File: config.mk
export PLATFORM = sky130hd
export DESIGN_NAME = imu_frame_deframer_top
export DESIGN_NICKNAME = d
export VERILOG_FILES = /design/src/rtl/imufd_pkg.sv /design/src/rtl/imu_frame_deframer_top.sv
export SDC_FILE = /design/constraint.sdc
export NUM_CORES = 1
export LEC_CHECK = 0
export BUFFER_PORTS_ARGS = -buffer_cell sky130_fd_sc_hd__buf_4
export CORE_UTILIZATION = 45
export DETAILED_ROUTE_END_ITERATION = 8
export GPL_TIMING_DRIVEN = 1
export PLACE_DENSITY_LB_ADDON = 0.3
export SYNTH_ARGS = -nofsm -noshare
export SYNTH_HDL_FRONTEND = slang
export SYNTH_SLANG_ARGS = --single-unit
File: constraint.sdc
create_clock -name clk -period 3.36 [get_ports clk]
set_clock_uncertainty 0.05 [all_clocks]
set_input_delay 0.336 -clock clk [delete_from_list [all_inputs] [get_ports clk]]
set_output_delay 0.336 -clock clk [all_outputs]
set_load 0.005 [all_outputs]
File: src/rtl/imufd_pkg.sv
// Package: constants and kind decode for the inertial sensor frame deframer.
package imufd_pkg;

  localparam logic [7:0] HDR_BYTE   = 8'h55;
  localparam logic [7:0] KB_TIME    = 8'h50;
  localparam logic [7:0] KB_ACCEL   = 8'h51;
  localparam logic [7:0] KB_GYRO    = 8'h52;
  localparam logic [7:0] KB_ANGLE   = 8'h53;
  localparam logic [7:0] KB_QUAT    = 8'h59;

  localparam logic [2:0] KIND_TIME  = 3'd0;
  localparam logic [2:0] KIND_ACCEL = 3'd1;
  localparam logic [2:0] KIND_GYRO  = 3'd2;
  localparam logic [2:0] KIND_ANGLE = 3'd3;
  localparam logic [2:0] KIND_QUAT  = 3'd4;

  localparam int unsigned PAYLOAD_LEN = 8;
  localparam int unsigned STORE_DEPTH = PAYLOAD_LEN - 1;

  typedef struct packed {
    logic       ok;
    logic [2:0] kind;
  } kind_dec_t;

  function automatic kind_dec_t decode_kind(input logic [7:0] b);
    kind_dec_t d;
    d.ok   = 1'b1;
    d.kind = KIND_TIME;
    case (b)
      KB_TIME:  d.kind = KIND_TIME;
      KB_ACCEL: d.kind = KIND_ACCEL;
      KB_GYRO:  d.kind = KIND_GYRO;
      KB_ANGLE: d.kind = KIND_ANGLE;
      KB_QUAT:  d.kind = KIND_QUAT;
      default:  d.ok   = 1'b0;
    endcase
    return d;
  endfunction

endpackage

File: src/rtl/imu_frame_deframer_top.sv
// Top level: byte-serial inertial sensor frame deframer with registered result.
//
//  channel | dir | handshake          | payload
//  --------+-----+--------------------+-------------------------------------
//  in_     | in  | in_tvalid/tready   | tdata[7:0] rx_byte
//  out_    | out | out_tvalid/tready  | tuser[2:0] frame_kind,
//          |     |                    | tdata[63:0] word_a..word_d
//
// One byte per cycle; the decoded frame appears in the result register the
// cycle after its eighth payload byte. in_tready drops only while a result is
// held and out_tready is low. Synchronous active-low reset returns the parser
// to header hunt and empties the result register; payload bytes need no reset.
module imu_frame_deframer_top (
  input  logic        clk,
  input  logic        rst_n,
  input  logic        in_tvalid,
  output logic        in_tready,
  input  logic [7:0]  in_tdata,   // [7:0] rx_byte
  output logic        out_tvalid,
  input  logic        out_tready,
  output logic [2:0]  out_tuser,  // [2:0] frame_kind
  output logic [63:0] out_tdata   // [15:0] word_a, [31:16] word_b,
                                  // [47:32] word_c, [63:48] word_d
);
  import imufd_pkg::*;

  localparam logic [1:0] PH_HUNT = 2'd0;
  localparam logic [1:0] PH_KIND = 2'd1;
  localparam logic [1:0] PH_DATA = 2'd2;
  localparam logic [1:0] PH_SUM  = 2'd3;

  logic [1:0]  phase_r, phase_nxt;
  logic [2:0]  count_r, count_nxt;
  logic [2:0]  kind_r, kind_nxt;
  logic [7:0]  store_r [STORE_DEPTH];
  logic        ovalid_r, ovalid_nxt;
  logic [2:0]  okind_r;
  logic [63:0] odata_r;
  logic        in_fire;
  logic        store_we;
  logic        emit;
  kind_dec_t   kd;

  assign in_tready = !ovalid_r || out_tready;
  assign in_fire   = in_tvalid && in_tready;
  assign kd        = decode_kind(in_tdata);

  always_comb begin
    phase_nxt = phase_r;
    count_nxt = count_r;
    kind_nxt  = kind_r;
    store_we  = 1'b0;
    emit      = 1'b0;
    if (in_fire) begin
      case (phase_r)
        PH_HUNT: begin
          if (in_tdata == HDR_BYTE) phase_nxt = PH_KIND;
        end
        PH_KIND: begin
          if (kd.ok) begin
            kind_nxt  = kd.kind;
            count_nxt = 3'd0;
            phase_nxt = PH_DATA;
          end else begin
            phase_nxt = PH_HUNT;
          end
        end
        PH_DATA: begin
          if (count_r != 3'(STORE_DEPTH)) begin
            store_we  = 1'b1;
            count_nxt = count_r + 3'd1;
          end else begin
            emit      = 1'b1;
            count_nxt = 3'd0;
            phase_nxt = PH_SUM;
          end
        end
        default: phase_nxt = PH_HUNT;
      endcase
    end
    ovalid_nxt = emit || (ovalid_r && !out_tready);
  end

  always_ff @(posedge clk) begin
    if (!rst_n) begin
      phase_r  <= PH_HUNT;
      count_r  <= 3'd0;
      kind_r   <= KIND_TIME;
      ovalid_r <= 1'b0;
    end else begin
      phase_r  <= phase_nxt;
      count_r  <= count_nxt;
      kind_r   <= kind_nxt;
      ovalid_r <= ovalid_nxt;
    end
  end

  always_ff @(posedge clk) begin
    if (store_we) store_r[count_r] <= in_tdata;
  end

  // little-endian words; last payload byte goes straight to word_d
  always_ff @(posedge clk) begin
    if (emit) begin
      okind_r <= kind_r;
      odata_r <= {in_tdata, store_r[6], store_r[5], store_r[4],
                  store_r[3], store_r[2], store_r[1], store_r[0]};
    end
  end

  assign out_tvalid = ovalid_r;
  assign out_tuser  = okind_r;
  assign out_tdata  = odata_r;

  a_emit_shows: assert property (@(posedge clk) disable iff (!rst_n)
    (in_fire && phase_r == PH_DATA && count_r == 3'(STORE_DEPTH)) |=> out_tvalid)
    else $error("final payload beat did not raise a result");

  a_sum_count: assert property (@(posedge clk) disable iff (!rst_n)
    (phase_r == PH_SUM) |-> (count_r == 3'd0))
    else $error("payload count not cleared at checksum");

  a_sum_to_hunt: assert property (@(posedge clk) disable iff (!rst_n)
    (in_fire && phase_r == PH_SUM) |=> (phase_r == PH_HUNT && !$rose(out_tvalid)))
    else $error("checksum beat did not return to hunt");

  a_rise_cause: assert property (@(posedge clk) disable iff (!rst_n)
    $rose(out_tvalid) |-> $past(in_fire && phase_r == PH_DATA))
    else $error("result raised outside payload phase");

endmodule

==> results by group <==
Global routing
  • Global-route wire length before repair: 10890 microns
  • Global Route Usage Sum: 0.1606
  • Gr ovfl total: 0
  • Pin count of the biggest net entering global routing: 39
  • Initial antenna violation count: 0
  • Vias in the first global route: between 2000 and 2500

Logic synthesis
  • Avg Inst Size Synth: approximately 23 sq um
  • Adder-Cell Fraction of Synth Area: 0.005922
  • Syn Inst Count: 185
  • Post-synth EDFFs: 123
  • Distinct cell type count after synthesis: 30
  • Largest family of logic cells by synthesized area: simple AND/OR/NAND/NOR gates
  • Synth Net Count: 199
  • Synth Area in Compound Gates: 0.01688
  • Mux cell area share after synthesis: 0.007107
  • Simple-gate share of the synthesized area: 0.04945
  • Xor and xnor fraction of the mapped netlist area: 0
  • Sequential-to-total area share from yosys stat: 0.9168
  • Synth top area cells: edfxtp_1, dfxtp_1, nand2b_1
  • Synth top area share: 0.8741
  • Mapped cell area: roughly 4200 sq um
  • Async SR Flop Fraction: 0
  • Count leader, synth: edfxtp_1
  • Top FF cell, synth: edfxtp_1
  • #FFs+latches synth: 132
  • Top cells by count, synth: edfxtp_1, dfxtp_1, nand2_1, nand2b_1, nor2_1
  • Largest area contributor in the netlist: edfxtp_1
  • Synth warn: 0

Hold path
  • Min-delay worst type: input pin to register

Placed design
  • GPL Wtd Cong: 0.8323
  • IO buf count: 80
  • Dpl hpwl: 4543 microns

Floorplanning
  • Core footprint: roughly 8900 sq um
  • Chip height: 98.90 microns
  • Die area: 9781 sq um
  • Starting density of the core: 0.4752
  • I/O pin cnt: 81
  • Cell row count: 34
  • Die Wd: 98.90 microns

STA
  • Setup TNS: 0 ns
  • Post-layout min period: between 2 and 2.5 ns
  • Slew Viols, Final: 0
  • Rel. slew slack: 0.4578
  • Worst-margin pin slew: between 0.8 and 0.9 ns
  • RSZ-0062 raised after global routing: false
  • FMAX: around 0.42 GHz
  • Fin. Hold Viols: 0
  • Part of the cycle the worst path needs: 0.7084
  • Final setup viols: 0

Final layout
  • Antenna cell count: 0
  • Share of layout cells above drive strength 1: 0.3926
  • Area Growth Syn to Fin: 31.80%
  • Core Util, Final: 0.6264
  • Nets: 299

Worst setup path
  • Critical path type: register to register
  • CP startpoint kind: register
  • Crit Path Max Fanout: 8
  • Worst EP required: 3.45 ns
  • CP endpoint kind: register
  • Worst Path Arrival: 2.47 ns

Route
  • DRC: 0
  • Vias per cell: 5.015
  • Antenna Violating Nets Remaining: 0
  • Routed length per instance: 17.51 microns
  • 1st-pass router iterations: 4
  • Vias after detailed routing: approximately 2000
  • Drt initial violations: between 60 and 70
  • Final WL: 7111 microns

Clock tree
  • Clk slew on worst S/H paths: 0.06 ns
  • CTS root buf: clkbuf_8
  • Worst skew pair latency: 0.51 ns
  • Hold buffers post-CTS: 0
  • Post-CTS Resized: 0
  • CTS tree: yes
  • Clock Sinks: between 100 and 150
  • Clock Path Buffers: 2
  • Post-CTS setup buffer count: 0
  • H-tree Lvls: 4
  • TritonCTS buffer count: 17

Power
  • IR Drop Worst-Case VDD: 469.5 uV
  • PD cells: ~640 nW/um^2
  • Leakage: 1.970 nW

Run status
  • Status: finished clean

Job
  • Max cap viols: 0
cells in the final DEF (no fill, tap or decap), drive strengths merged, types with 2 or more instances in the layout:
master	count
dfxtp	9
nand3	3
or4	3
buf	83
nor3	3
mux2i	3
inv	2
clkinv	6
nand2	7
edfxtp	123
a32o	2
ha	2
and2	2
clkbuf	19
nor2	5
bufinv	3
clkinvlp	4
nand2b	6
power by group:
| group | internal (mW) | switching [mW] | total, mW | leakage [nW] |
|---|---|---|---|---|
| Combinational | 0.0117 | 0.0229 | 0.0346 | 0.517 |
| Clock | 1.13 | 0.649 | 1.77 | 0.271 |
| Sequential | 1.78 | 0.0000206 | 1.78 | 1.18 |
| Total | 2.92 | 0.672 | 3.59 | 1.97 |
flip-flops by register name (all words and copies together), names as in the netlist:
signal and flops:
out_tvalid 1, phase_r 2, out_tdata 64, out_tuser 3
count_r 3, kind_r 3, store_r 56
final timing paths:
path / startpoint / end / slack, ns / cells after the start
max reg2reg: count_r[1]$_SDFFE_PN0P_ / store_r[4][0]$_DFFE_PP_ / 0.98 / 4
max: count_r[1]$_SDFFE_PN0P_ / store_r[4][0]$_DFFE_PP_ / 0.98 / 4
min: in_tdata[5] / store_r[5][5]$_DFFE_PP_ / 0.04 / 1
min reg2reg: store_r[6][4]$_DFFE_PP_ / out_tdata[52]$_DFFE_PP_ / 0.37 / 0
layer usage:
| metal | vias up | part of all wire | track usage |
|---|---|---|---|
| met4 | 0 | 0.021 | 0.08840 |
| met3 | 13 | 0.053 | 0.07092 |
| met2 | 63 | 0.51 | 0.2544 |
| li1 | 934 | - | - |
| met1 | 1026 | 0.42 | 0.1833 |
| met5 | - | 0 | 0 |
area by class of cell:
class,instances,area [sq um]
Sequential cell,132,3874
Fill cell,608,3322
Timing Repair Buffer,83,635.6
Clock buffer,19,421.7
Multi-Input combinational cell,49,335.3
Clock inverter,13,160.2
Tap cell,108,135.1
Inverter,2,7.507
critical path: stages, from the launching register on:
cell	delay (ns)
dfxtp_1	0.35
ha_1	0.21
ha_1	0.22
or4_1	0.57
nor2_1	0.61
cell families (layout without fill, tap and decap cells):
| kind of cell | count (synthesis) | count (layout) |
|---|---|---|
| flip-flops | 132 | 132 |
| AO/OA/AOI/OAI | 9 | 9 |
| AND/OR/NAND/NOR | 35 | 35 |
| adder cells (fa/ha/maj) | 2 | 2 |
| buffers and inverters | 4 | 117 |
| multiplexers | 3 | 3 |
through the flow:
step                area (sq um)  hold WS [ns]  power [mW]  setup WS, ns  cells
finish                      5569       0.03503       3.591        0.9797    406
global route                5569       0.01542       3.694        0.8279    406
CTS                         5569       0.01197       3.618        0.9759    406
detailed placement          4987        0.3545       1.852        0.9828    374
global placement            4987        0.3513       1.851         1.032    374
floorplan                   4225        0.3503       1.824        0.7425    185
(Power assumes the default switching activity.)
